**src/design/bafs_pkg.sv**
```systemverilog
// Shared types and constants for the bracket-aware field splitter.
// No dependencies; imported by bracket_aware_field_splitter_unit.
package bafs_pkg;

    // Configuration register indexes
    typedef logic [2:0] cfg_idx_t;
    localparam cfg_idx_t CFG_SEPARATOR = 3'd0;
    localparam cfg_idx_t CFG_OPEN      = 3'd1;
    localparam cfg_idx_t CFG_CLOSE     = 3'd2;
    localparam cfg_idx_t CFG_PAIRS     = 3'd3;
    localparam cfg_idx_t CFG_OPTIONS   = 3'd4;

    // Configuration reset values
    localparam logic [7:0]  SEPARATOR_RST = 8'd44;
    localparam logic [31:0] OPEN_RST      = 32'd40;
    localparam logic [31:0] CLOSE_RST     = 32'd41;
    localparam logic [2:0]  PAIRS_RST     = 3'd1;
    localparam logic [1:0]  OPTIONS_RST   = 2'd3;

    // Option bits
    localparam int OPT_DROP_EMPTY = 0;
    localparam int OPT_TRIM       = 1;

    // Bracket pair slots packed in the open/close registers
    localparam int PAIR_SLOTS = 4;

    // Result queue geometry
    localparam int OQ_DEPTH = 4;
    localparam int OQ_PW    = 2;
    localparam int OQ_CW    = 3;

    // ASCII whitespace codes
    localparam logic [7:0] CH_SPACE = 8'h20;
    localparam logic [7:0] CH_TAB   = 8'h09;
    localparam logic [7:0] CH_LF    = 8'h0A;
    localparam logic [7:0] CH_VT    = 8'h0B;
    localparam logic [7:0] CH_FF    = 8'h0C;
    localparam logic [7:0] CH_CR    = 8'h0D;

    typedef struct packed {
        logic        has_piece;
        logic [15:0] span_start;
        logic [15:0] span_end;
        logic        string_done;
        logic        unclosed_brackets;
        logic        nesting_overflow;
    } result_t;

    function automatic logic is_ws(input logic [7:0] c);
        return (c == CH_SPACE) || (c == CH_TAB) || (c == CH_LF) ||
               (c == CH_VT) || (c == CH_FF) || (c == CH_CR);
    endfunction

endpackage

```
**src/design/bracket_aware_field_splitter_unit.sv**
```systemverilog
// Bracket-aware field splitter: byte-serial tokenizer with a closer stack in RAM.
// Depends on bafs_pkg (result type, register indexes, whitespace test).
//
//  channel | handshake               | payload
//  --------+-------------------------+---------------------------------------------
//  src     | src_valid / src_stall   | text_byte, end_of_text
//  res     | res_valid / res_stall   | has_piece, span_start, span_end, string_done,
//          |                         | unclosed_brackets, nesting_overflow
//  cfg     | cfg_valid / cfg_ready   | cfg_index, cfg_data
//
// One byte is taken per cycle while src_stall is low. A byte yields zero, one or two
// result words; a byte that ends both a piece and the string yields two, and the
// result port then sets the pace at one word per cycle while res_stall is low,
// through a four-entry result queue. The stack top is last cycle's closer RAM read,
// with a push forwarded around the RAM, so back-to-back pushes and pops run at full
// rate. Reset clears all control state; the closer RAM is not cleared and needs no
// pass. src_stall rises when the result queue has fewer than two free entries.
module bracket_aware_field_splitter_unit
    import bafs_pkg::*;
#(
    parameter int STACK_DEPTH = 16,
    parameter int MAX_PAIRS   = 4,
    parameter int OFFSET_BITS = 16
) (
    input  logic        clk,
    input  logic        rst_n,
    // byte input
    input  logic        src_valid,
    output logic        src_stall,
    input  logic [7:0]  text_byte,
    input  logic        end_of_text,
    // result output
    output logic        res_valid,
    input  logic        res_stall,
    output logic        has_piece,
    output logic [15:0] span_start,
    output logic [15:0] span_end,
    output logic        string_done,
    output logic        unclosed_brackets,
    output logic        nesting_overflow,
    // configuration writes
    input  logic        cfg_valid,
    output logic        cfg_ready,
    input  cfg_idx_t    cfg_index,
    input  logic [31:0] cfg_data
);

    localparam int LW    = $clog2(STACK_DEPTH + 1);
    localparam int AW    = (STACK_DEPTH > 1) ? $clog2(STACK_DEPTH) : 1;
    localparam int LANES = (MAX_PAIRS < PAIR_SLOTS) ? MAX_PAIRS : PAIR_SLOTS;
    localparam logic [LW-1:0] LEVEL_FULL = LW'(STACK_DEPTH);
    localparam logic [OQ_CW-1:0] OQ_LIMIT = OQ_CW'(OQ_DEPTH - 2);

    // Configuration registers
    logic [7:0]  sep_reg;
    logic [31:0] open_reg;
    logic [31:0] close_reg;
    logic [2:0]  pairs_reg;
    logic [1:0]  opts_reg;

    // Per-string state
    logic [OFFSET_BITS-1:0] offset_reg, offset_next;
    logic [OFFSET_BITS-1:0] begin_reg, begin_next;
    logic [OFFSET_BITS-1:0] last_end_reg, last_end_next;
    logic [OFFSET_BITS-1:0] first_reg, first_next;
    logic                   seen_reg, seen_next;
    logic                   skip_reg, skip_next;
    logic                   inside_reg, inside_next;
    logic                   ovf_reg, ovf_next;
    logic [LW-1:0]          level_reg, level_next;

    // Closer stack RAM and forwarding
    logic [7:0]    closer_mem [STACK_DEPTH];
    logic [7:0]    rd_data_reg;
    logic          fwd_reg;
    logic [7:0]    fwd_data_reg;
    logic [AW-1:0] rd_addr;
    logic [7:0]    stack_top;
    logic          push_en;
    logic [7:0]    push_data;

    // Result queue
    result_t          oq_mem [OQ_DEPTH];
    logic [OQ_PW-1:0] oq_wr_reg, oq_rd_reg;
    logic [OQ_CW-1:0] oq_count_reg;
    logic             emit0, emit1;
    result_t          res0, res1;
    logic             src_accept, res_accept;

    assign cfg_ready  = 1'b1;
    assign src_stall  = (oq_count_reg > OQ_LIMIT);
    assign src_accept = src_valid && !src_stall;
    assign res_valid  = (oq_count_reg != '0);
    assign res_accept = res_valid && !res_stall;
    assign stack_top  = fwd_reg ? fwd_data_reg : rd_data_reg;

    // Configuration write port
    always_ff @(posedge clk or negedge rst_n)
    begin
        if (!rst_n)
        begin
            sep_reg   <= SEPARATOR_RST;
            open_reg  <= OPEN_RST;
            close_reg <= CLOSE_RST;
            pairs_reg <= PAIRS_RST;
            opts_reg  <= OPTIONS_RST;
        end
        else if (cfg_valid && cfg_ready)
        begin
            case (cfg_index)
                CFG_SEPARATOR: sep_reg   <= cfg_data[7:0];
                CFG_OPEN:      open_reg  <= cfg_data;
                CFG_CLOSE:     close_reg <= cfg_data;
                CFG_PAIRS:     pairs_reg <= cfg_data[2:0];
                CFG_OPTIONS:   opts_reg  <= cfg_data[1:0];
                default:       ;
            endcase
        end
    end

    // Classify the byte and work out the next string state and results
    always_comb
    begin
        logic [OFFSET_BITS-1:0] nxt;
        logic [OFFSET_BITS-1:0] s_old, e_old, s_fin, e_fin;
        logic       trim, drop, sep_zero, ws;
        logic       sep_hit, close_hit, open_hit, open_found, cut, is_text;
        logic       fin_has;
        logic [7:0] open_closer;

        nxt      = offset_reg + OFFSET_BITS'(1);
        trim     = opts_reg[OPT_TRIM];
        drop     = opts_reg[OPT_DROP_EMPTY];
        sep_zero = (sep_reg == 8'd0);
        ws       = is_ws(text_byte);

        offset_next   = offset_reg;
        begin_next    = begin_reg;
        last_end_next = last_end_reg;
        first_next    = first_reg;
        seen_next     = seen_reg;
        skip_next     = skip_reg;
        inside_next   = inside_reg;
        ovf_next      = ovf_reg;
        level_next    = level_reg;
        push_en       = 1'b0;
        push_data     = 8'd0;
        emit0         = 1'b0;
        emit1         = 1'b0;
        sep_hit       = 1'b0;
        close_hit     = 1'b0;
        open_hit      = 1'b0;
        cut           = 1'b0;
        is_text       = 1'b0;

        // span of the current piece ending at this byte, old state
        s_old = begin_reg;
        e_old = offset_reg;
        if (trim)
        begin
            s_old = seen_reg ? first_reg : begin_reg;
            e_old = seen_reg ? last_end_reg : begin_reg;
        end

        // first matching opener among the pairs in use
        open_found  = 1'b0;
        open_closer = 8'd0;
        for (int i = 0; i < LANES; i++)
        begin
            if (!open_found && (3'(i) < pairs_reg) && (text_byte == open_reg[8*i +: 8]))
            begin
                open_found  = 1'b1;
                open_closer = close_reg[8*i +: 8];
            end
        end

        if (src_accept)
        begin
            if (skip_reg && trim && ws)
            begin
                // swallow leading whitespace
                begin_next = nxt;
            end
            else
            begin
                skip_next = 1'b0;
                sep_hit   = !inside_reg && !sep_zero && (text_byte == sep_reg);
                close_hit = !sep_hit && (level_reg != '0) && (text_byte == stack_top);
                open_hit  = !sep_hit && !close_hit && open_found;

                if (sep_hit)
                begin
                    emit0     = !(drop && (s_old == e_old));
                    cut       = 1'b1;
                    skip_next = 1'b1;
                end
                else if (close_hit)
                begin
                    level_next  = level_reg - LW'(1);
                    cut         = sep_zero && (level_reg == LW'(1));
                    emit0       = cut;
                    inside_next = (level_reg != LW'(1));
                end
                else if (open_hit)
                begin
                    cut = sep_zero && (level_reg == '0);
                    emit0 = cut;
                    if (level_reg < LEVEL_FULL)
                    begin
                        push_en    = 1'b1;
                        push_data  = open_closer;
                        level_next = level_reg + LW'(1);
                    end
                    else
                    begin
                        ovf_next = 1'b1;
                    end
                    inside_next = 1'b1;
                end

                if (cut)
                begin
                    begin_next = nxt;
                    seen_next  = 1'b0;
                end

                // track the non-space extent of the piece
                is_text = !cut;
                if (is_text && !ws)
                begin
                    if (!seen_reg)
                    begin
                        first_next = offset_reg;
                        seen_next  = 1'b1;
                    end
                    last_end_next = nxt;
                end
            end
        end

        res0.has_piece         = 1'b1;
        res0.span_start        = 16'(s_old);
        res0.span_end          = 16'(e_old);
        res0.string_done       = 1'b0;
        res0.unclosed_brackets = 1'b0;
        res0.nesting_overflow  = ovf_reg;

        // closing record from the updated state
        s_fin = begin_next;
        e_fin = nxt;
        if (trim)
        begin
            s_fin = seen_next ? first_next : begin_next;
            e_fin = seen_next ? last_end_next : begin_next;
        end
        fin_has = !(drop && (s_fin == e_fin));

        res1.has_piece         = fin_has;
        res1.span_start        = fin_has ? 16'(s_fin) : 16'd0;
        res1.span_end          = fin_has ? 16'(e_fin) : 16'd0;
        res1.string_done       = 1'b1;
        res1.unclosed_brackets = (level_next != '0);
        res1.nesting_overflow  = ovf_next;

        if (src_accept)
        begin
            if (end_of_text)
            begin
                emit1         = 1'b1;
                offset_next   = '0;
                begin_next    = '0;
                last_end_next = '0;
                first_next    = '0;
                seen_next     = 1'b0;
                skip_next     = 1'b1;
                inside_next   = 1'b0;
                ovf_next      = 1'b0;
                level_next    = '0;
            end
            else
            begin
                offset_next = nxt;
            end
        end

        // read the entry that will be on top next cycle
        rd_addr = AW'(level_next - LW'(1));
    end

    // Advance per-string state
    always_ff @(posedge clk or negedge rst_n)
    begin
        if (!rst_n)
        begin
            offset_reg   <= '0;
            begin_reg    <= '0;
            last_end_reg <= '0;
            first_reg    <= '0;
            seen_reg     <= 1'b0;
            skip_reg     <= 1'b1;
            inside_reg   <= 1'b0;
            ovf_reg      <= 1'b0;
            level_reg    <= '0;
            fwd_reg      <= 1'b0;
        end
        else
        begin
            offset_reg   <= offset_next;
            begin_reg    <= begin_next;
            last_end_reg <= last_end_next;
            first_reg    <= first_next;
            seen_reg     <= seen_next;
            skip_reg     <= skip_next;
            inside_reg   <= inside_next;
            ovf_reg      <= ovf_next;
            level_reg    <= level_next;
            fwd_reg      <= push_en;
        end
    end

    // Closer stack RAM: push writes, read-old, pushed value forwarded
    always_ff @(posedge clk)
    begin
        if (push_en)
        begin
            closer_mem[level_reg[AW-1:0]] <= push_data;
        end
        rd_data_reg  <= closer_mem[rd_addr];
        fwd_data_reg <= push_data;
    end

    // Result queue storage
    always_ff @(posedge clk)
    begin
        if (emit0)
        begin
            oq_mem[oq_wr_reg] <= res0;
        end
        if (emit1)
        begin
            oq_mem[oq_wr_reg + OQ_PW'(emit0)] <= res1;
        end
    end

    // Result queue pointers
    always_ff @(posedge clk or negedge rst_n)
    begin
        if (!rst_n)
        begin
            oq_wr_reg    <= '0;
            oq_rd_reg    <= '0;
            oq_count_reg <= '0;
        end
        else
        begin
            oq_wr_reg    <= oq_wr_reg + OQ_PW'(emit0) + OQ_PW'(emit1);
            oq_rd_reg    <= oq_rd_reg + OQ_PW'(res_accept);
            oq_count_reg <= oq_count_reg + OQ_CW'(emit0) + OQ_CW'(emit1)
                            - OQ_CW'(res_accept);
        end
    end

    assign has_piece         = oq_mem[oq_rd_reg].has_piece;
    assign span_start        = oq_mem[oq_rd_reg].span_start;
    assign span_end          = oq_mem[oq_rd_reg].span_end;
    assign string_done       = oq_mem[oq_rd_reg].string_done;
    assign unclosed_brackets = oq_mem[oq_rd_reg].unclosed_brackets;
    assign nesting_overflow  = oq_mem[oq_rd_reg].nesting_overflow;

    // Checks
    a_oq_bound: assert property (@(posedge clk) disable iff (!rst_n)
        oq_count_reg <= OQ_CW'(OQ_DEPTH))
        else $error("result queue count beyond depth");

    a_room_on_accept: assert property (@(posedge clk) disable iff (!rst_n)
        src_accept |-> (oq_count_reg <= OQ_LIMIT))
        else $error("byte taken without room for two results");

    a_level_bound: assert property (@(posedge clk) disable iff (!rst_n)
        level_reg <= LEVEL_FULL)
        else $error("stack level beyond depth");

    a_inside_level: assert property (@(posedge clk) disable iff (!rst_n)
        inside_reg == (level_reg != '0))
        else $error("bracket flag disagrees with stack level");

    a_string_reset: assert property (@(posedge clk) disable iff (!rst_n)
        (src_accept && end_of_text) |=> (offset_reg == '0) && (level_reg == '0))
        else $error("string state not cleared after final byte");

endmodule

```
**config.mk**
```make
export PLATFORM = sky130hd
export DESIGN_NAME = bracket_aware_field_splitter_unit
export DESIGN_NICKNAME = d
export VERILOG_FILES = /design/src/design/bafs_pkg.sv /design/src/design/bracket_aware_field_splitter_unit.sv
export SDC_FILE = /design/constraint.sdc
export NUM_CORES = 1
export LEC_CHECK = 0
export ABC_AREA = 0
export BUFFER_PORTS_ARGS = -buffer_cell sky130_fd_sc_hd__buf_2
export CORE_UTILIZATION = 23
export CTS_CLUSTER_SIZE = 28
export DETAILED_ROUTE_END_ITERATION = 12
export GPL_TIMING_DRIVEN = 0
export PLACE_DENSITY = 0.36
export SYNTH_ARGS = -nofsm -noshare
export SYNTH_HDL_FRONTEND = slang
export SYNTH_SLANG_ARGS = --single-unit
```
**constraint.sdc**
```tcl
create_clock -name clk -period 5.37 [get_ports clk]
set_clock_uncertainty 0.05 [all_clocks]
set_input_delay 1.074 -clock clk [delete_from_list [all_inputs] [get_ports clk]]
set_output_delay 1.074 -clock clk [all_outputs]
set_load 0.02 [all_outputs]
```
==> metrics.md, run 1 <==
| Metric | Value |
|---|---|
| Status | `finished, final reports clean` |
| Detail Route Antenna Nets | `0` |
| Worst-Skew Late Latency | `0.64 ns` |
| Number of remaining DRC errors | `0` |
| Ys flop type | `edfxtp_1` |
| Most common cell after layout, fill and taps aside | `edfxtp_1` |
| R2r startpoint | `seen_reg` |
| Via count | `14628` |
| Req. time, crit path | `5.58 ns` |
| Yosys warns | `0` |
| Worst slew pin tran | `1.32 ns` |
| Die ar. | `0.0952 mm^2` |
| RSZ-0062 raised after global routing | `no` |
| R2R cell count | `14` |
| CP arrival | `5.43 ns` |
| Core ar. | `0.0932 mm^2` |
| Layout fillers | `9583` |
| Design area | `0.0261 mm^2` |
| Async set-or-reset flop fraction in the synthesized netlist | `35.4%` |
| Synth Register Bits | `446` |
| CP Launch Type | `flip-flop` |
| Syn-to-layout area delta | `20.7%` |
| Max-slew violations | `0` |
| Overall Global Routing Usage | `15.9%` |
| Ports | `88` |
| Critical path capture point type | `flip-flop` |
| Number of cells after detailed placement | `2995` |
| Antenna violations before repair | `8` |
| Final wirelength | `75.0 mm` |
| Routability cong. | `0.871` |
| Number of buffers created by CTS | `54` |
| CTS tree | `yes` |
| Fin. Hold Viols | `0` |
| Fraction of layout cells with a size suffix above 1 | `25.4%` |
| Vias in the first global route | `15181` |
| Die W | `309 um` |
| IO Port Bufs | `78` |
| DRT Pass-1 Iters | `5` |
| DR WL/cell | `24.2 um` |
| H-tree depth | `2` |
| Largest net degree at the start of global routing | `81` |
| Max-cap violations | `0` |
| Seq/Total Area, Yosys | `57.4%` |
| RR Endpoint | `oq_mem[2][11]` |
| CTS root buffer | `clkbuf_16` |
| Post-DP HPWL | `53.4 mm` |
| Syn Nets | `1721` |
| Crit path capture | `oq_mem[2][11]` |
| Via density | `4.71` |
| Min-Delay Path Class | `in2async` |
| Post-synth EDFFs | `268` |
| Max reg flops | `144` |
| Clock Tree Buf Depth | `3` |
| Layout Cells excl Fill | `3104` |
| Final-stage net count | `1867` |
| Die height | `309 um` |
| Lkg Pwr | `9.10 nW` |
| R2R Setup Slk | `0.15 ns` |
| Overflow after GRT | `0` |
| Crit. Startpoint | `seen_reg` |
| Cell area after synthesis | `0.0216 mm^2` |
| Largest reg by FF count | `oq_mem` |
| Hold buffers post-CTS | `0` |
| Final setup fails | `0` |
| Pwr dens | `475 mW/mm^2` |
| Antenna diodes | `0` |
| Power, Total | `12.4 mW` |
| Period utilisation layout | `97.1%` |
| Placed cell areas | `0.0238 mm^2` |
| Crit path kind | `reg2reg` |
| Maximum vdd ir drop | `0.236 mV` |
| Initial Util | `23.2%` |
| Max-slew headroom | `12.1%` |
| First-pass GRT wire length | `109 mm` |
| Synth unique cells | `83` |
| F_max | `192 MHz` |
| Syn Inst Count | `1658` |
| Num Clock Sinks | `446` |
| Min cycle time layout | `5.22 ns` |
| Most frequent cells in the layout | `edfxtp_1, dfrtp_1, o22ai_1` |
| Post-Syn Area per Cell | `13.0 um^2` |
| Crit path max fanout | `10` |
| Clock transition at the registers of the reported paths | `0.06 ns` |
| Initial DRC count | `994` |
| Fin Hold WS | `0.389 ns` |
| Row count | `112` |
-- final cells by class --
cell class                      instances  area, um^2  share of cell area [%]
Timing Repair Buffer                   89         578                    2.22
Tap cell                             1254        1570                    6.01
Buffer                                108         593                    2.27
Inverter                               36         135                   0.518
Sequential cell                       446       12400                    47.6
Clock inverter                         28         353                    1.35
Clock buffer                           74        1470                    5.62
Multi-Input combinational cell       1069        8970                    34.4
-- worst min path at each step --
stage	endpoint	slack, ns
2_1_floorplan	oq_mem[2][2]	0.39
3_3_place_gp	oq_mem[0][2]	0.42
3_5_place_dp	oq_mem[0][2]	0.42
4_1_cts	open_reg[28]	0.40
5_1_grt	open_reg[27]	0.41
6_report	open_reg[24]	0.39
-- layer usage --
layer,GRT usage (%),wire length (um),vias to the layer above
li1,-,-,6614
met1,21.2,33200,7442
met2,25.9,35300,449
met3,3.30,4400,109
met4,4.52,2020,14
met5,0,91,-
-- cell families (layout without fill, tap and decap cells) --
logic type / Yosys count / count (layout) / share of synthesized area [%]
compound gates: 327 / 327 / 9.82
xor+xnor: 111 / 111 / 4.53
fa+ha+maj: 14 / 14 / 0.880
buf+inv: 145 / 335 / 3.16
flops: 446 / 446 / 57.4
mux: 250 / 250 / 16.0
other cells: 1 / 1 / 0.0173
simple gates: 364 / 366 / 8.15
-- report_power, final --
| group | switching, mW | internal (mW) | total, mW |
|---|---|---|---|
| clock network | 1.55 | 2.21 | 3.76 |
| registers | 0.404 | 4.04 | 4.44 |
| logic | 2.66 | 1.52 | 4.18 |
| total | 4.61 | 7.78 | 12.4 |
-- repair_timing --
action | CTS | global route
cloned | 2 | 0
setup buffers | 1 | 5
endpoints found under the hold margin | 0 | 0
resized for setup | 74 | 25
pin swaps | 2 | 3
endpoints found under the setup margin | 297 | 136
-- Yosys cell counts, drive strengths merged (3+ instances only) --
cell / instances / area (um^2)
edfxtp: 268 / 8050
dfrtp: 146 / 3650
o22ai: 139 / 870
nor2: 118 / 448
nand2: 105 / 394
mux2i: 100 / 1000
mux2: 82 / 923
mux4: 68 / 1530
clkbuf: 67 / 251
o21ai: 64 / 354
xnor2: 58 / 516
xor2: 53 / 464
a21oi: 48 / 248
buf: 42 / 297
inv: 36 / 135
nor3: 30 / 183
dfxtp: 20 / 400
and2: 19 / 119
nand3: 19 / 95.1
o31ai: 17 / 141
a211oi: 16 / 125
nand4: 15 / 109
nor4: 15 / 100
dfstp: 12 / 315
ha: 12 / 150
and3: 8 / 50.1
a22o: 6 / 52.6
nand2b: 5 / 31.3
a21boi: 4 / 30.0
a22oi: 4 / 30.0
nor2b: 4 / 25.0
nor4b: 4 / 35.0
or3: 4 / 25.0
a21o: 3 / 22.5
nand3b: 3 / 26.3
nor3b: 3 / 22.5
o21bai: 3 / 33.8
or2: 3 / 18.8
or4: 3 / 22.5
-- worst max-delay path, cell delays in order (launching register included) --
cell,delay [ns]
dfrtp_1,0.43
clkbuf_4,0.28
nand2_4,0.24
buf_6,0.32
mux2i_4,0.45
xnor2_1,0.20
nand4_1,0.17
nor4_4,0.50
o22ai_1,0.18
and2_1,0.23
ha_1,0.41
or3_1,0.53
nand2_1,0.29
clkbuf_2,0.35
o22ai_1,0.14
-- through the flow --
stage / utilization, % / worst slack, ns / setup TNS (ns)
3_5_place_dp: 25.5 / -2.06 / -414.88
3_3_place_gp: 25.3 / -3.08 / -572.49
4_1_cts: 27.8 / 0.00896 / 0
5_1_grt: 28.0 / 0.00477 / 0
2_1_floorplan: - / 0.166 / 0
6_report: 28.0 / 0.154 / 0
Note: power is estimated with default switching activity, not from simulation.
==> run 2: changes to the inputs <==
--- a/config.mk
+++ b/config.mk
@@ -11,7 +11,7 @@
 export CTS_CLUSTER_SIZE = 28
 export DETAILED_ROUTE_END_ITERATION = 12
 export GPL_TIMING_DRIVEN = 0
-export PLACE_DENSITY = 0.36
+export PLACE_DENSITY = 0.45
 export SYNTH_ARGS = -nofsm -noshare
 export SYNTH_HDL_FRONTEND = slang
 export SYNTH_SLANG_ARGS = --single-unit
==> run 2 against run 1 <==
Non-clock buffer count down 6. Design area is 1.8% lower. Largest cell class unchanged. Wire length shrank 4.7%. Combinational power shrank 2%. Critical path depth rose by 1. Largest power group unchanged. First-iteration DRC count is 22% higher. Via count is 0.16% higher. Cell count decreased by 0.55%. Total power decreased by 3.2%. Setup slack got worse by 0.061 ns. Sequential share of layout area grew 0.86 points. Clock power decreased by 7.4%.
==> metrics.md, run 2 (same netlist as run 1, synthesis figures left out) <==
| Metric | Value |
|---|---|
| Critical path capture point type | `flip-flop` |
| Vias in the first global route | `15133` |
| Crit path max-delay cell type | `nor3_1` |
| CP Buf/Inv Count | `4` |
| Post-layout util | `27.5%` |
| Routability cong. | `0.922` |
| Max-slew violations | `0` |
| Overall Global Routing Usage | `15.0%` |
| Largest net degree at the start of global routing | `98` |
| Worst-Skew Late Latency | `0.61 ns` |
| Initial Util | `23.2%` |
| First-pass GRT wire length | `105 mm` |
| Clock Tree Buf Depth | `3` |
| CP cell instances | `buf_2 -> xnor2_1 -> nand3_1 -> nor4_2 -> buf_2 -> nand4b_1 -> nand2_1 -> o32a_1 -> o22ai_1 -> and2_1 -> inv_1 -> nor3_1 -> nand2_1 -> clkbuf_2 -> o22ai_1` |
| Initial DRC count | `1211` |
| Max-cap violations | `0` |
| DRT Pass-1 Iters | `7` |
| Maximum vdd ir drop | `0.221 mV` |
| Detail Route Antenna Nets | `0` |
| Fraction of layout cells with a size suffix above 1 | `24.2%` |
| Syn-to-layout area delta | `18.5%` |
| Antenna violations before repair | `1` |
| CP arrival | `5.65 ns` |
| Clock transition at the registers of the reported paths | `0.06 ns` |
| CTS tree | `yes` |
| Req. time, crit path | `5.74 ns` |
| CTS root buffer | `clkbuf_16` |
| Final setup fails | `0` |
| R2R cell count | `14` |
| Hold buffers post-CTS | `0` |
| Post-DP HPWL | `50.6 mm` |
| Min cycle time layout | `5.28 ns` |
| Top delay family on crit path | `simple AND/OR/NAND/NOR gates` |
| Ports | `88` |
| Die height | `309 um` |
| Period utilisation layout | `98.3%` |
| Most frequent cells in the layout | `edfxtp_1, dfrtp_1, o22ai_1` |
| Num Clock Sinks | `446` |
| CP Launch Type | `primary input` |
| Core ar. | `0.0932 mm^2` |
| Min-Delay Path Class | `reg2reg` |
| Worst path max stage delay | `0.91 ns` |
| IO Port Bufs | `78` |
| Worst path depth | `15` |
| Crit path kind | `in2reg` |
| Pwr dens | `468 mW/mm^2` |
| Sequential Area | `0.0124 mm^2` |
| Max reg flops | `144` |
| Worst hold path cell count | `2` |
| F_max | `190 MHz` |
| RSZ-0062 raised after global routing | `no` |
| Die W | `309 um` |
| Fin. Hold Viols | `0` |
| Antenna diodes | `0` |
| Layout fillers | `9656` |
| Via density | `4.75` |
| Final wirelength | `71.5 mm` |
| Placed cell areas | `0.0237 mm^2` |
| Most common cell after layout, fill and taps aside | `edfxtp_1` |
| Lkg Pwr | `8.93 nW` |
| Largest reg by FF count | `oq_mem` |
| Row count | `112` |
| Die ar. | `0.0952 mm^2` |
| Power, Total | `12.0 mW` |
| Design area | `0.0256 mm^2` |
| Worst slew pin tran | `1.35 ns` |
| Via count | `14651` |
| Status | `finished, final reports clean` |
| Max-slew headroom | `8.89%` |
| Number of remaining DRC errors | `0` |
| H-tree depth | `2` |
| DR WL/cell | `23.1 um` |
| Number of buffers created by CTS | `49` |
| Final-stage net count | `1856` |
| Crit path max fanout | `10` |
| Overflow after GRT | `0` |
| Multi-input gate area | `0.00881 mm^2` |
[run 2: changes by cell type in the layout (fill, tap and decap cells not counted), sizes merged]
cell | previous run | this run
clkinvlp | 3 | 5
clkinv | 18 | 17
buf | 129 | 127
clkbuf | 142 | 127
bufinv | 6 | 5
[run 2: cell type report]
type	count	area share, %
buffer	108	2.24
clock buffer	63	5.19
clock inverter	28	1.20
inverter	36	0.527
multi-input combinational	1069	34.4
sequential	446	48.5
tap	1254	6.12
timing repair buffer	83	1.88
[run 2: worst paths after layout]
path / from / slack, ns / endpoint
worst max-delay path: text_byte[1] / 0.09 / oq_mem[0][14]
max in group asynchronous: rst_n / 3.95 / open_reg[5]
worst max register to register: seen_reg / 0.13 / oq_mem[2][15]
worst min-delay path: oq_mem[2][2] / 0.43 / oq_mem[2][2]
min in group asynchronous: rst_n / 0.47 / open_reg[27]
worst min register to register: oq_mem[2][2] / 0.43 / oq_mem[2][2]
[run 2: per-layer routing]
metal,share of wire [%],routed length [um],track usage [%],vias up
met1,44,31500,20.2,7487
met2,47,33600,24.3,490
li1,-,-,-,6571
met5,0.013,9,0,-
met3,6.2,4460,2.96,101
met4,2.7,1920,4.44,2
[run 2: what timing repair did]
| item | 4_1_cts | 5_1_grt |
|---|---|---|
| setup endpoints to repair | 290 | 130 |
| pin swaps | 1 | 1 |
| cloned | 2 | 0 |
| setup buffers | 0 | 1 |
| endpoints found under the hold margin | 0 | 0 |
| resized for setup | 51 | 17 |
[run 2: report_power, final]
part	leakage (nW)	internal, mW	total [mW]	switching [mW]
Clock	0.791	2.00	3.48	1.48
Sequential	4.76	4.04	4.43	0.394
Combinational	3.38	1.47	4.08	2.60
[run 2: per-stage QoR]
step / setup slack [ns] / hold slack [ns] / setup TNS (ns) / cells
global route: 0.00143 / 0.462 / 0 / 3087
finish: 0.0933 / 0.427 / 0 / 3087
detailed placement: -1.46 / 0.430 / -278.36 / 2994
global placement: -2.39 / 0.414 / -389.39 / 2990
floorplan: 0.166 / 0.392 / 0 / 1658
CTS: 0.0713 / 0.440 / 0 / 3086
[run 2: tightest hold or removal path: stages, from the launching register on]
cell,delay (ns)
dfxtp_1,0.31
inv_1,0.04
o21ai_0,0.07
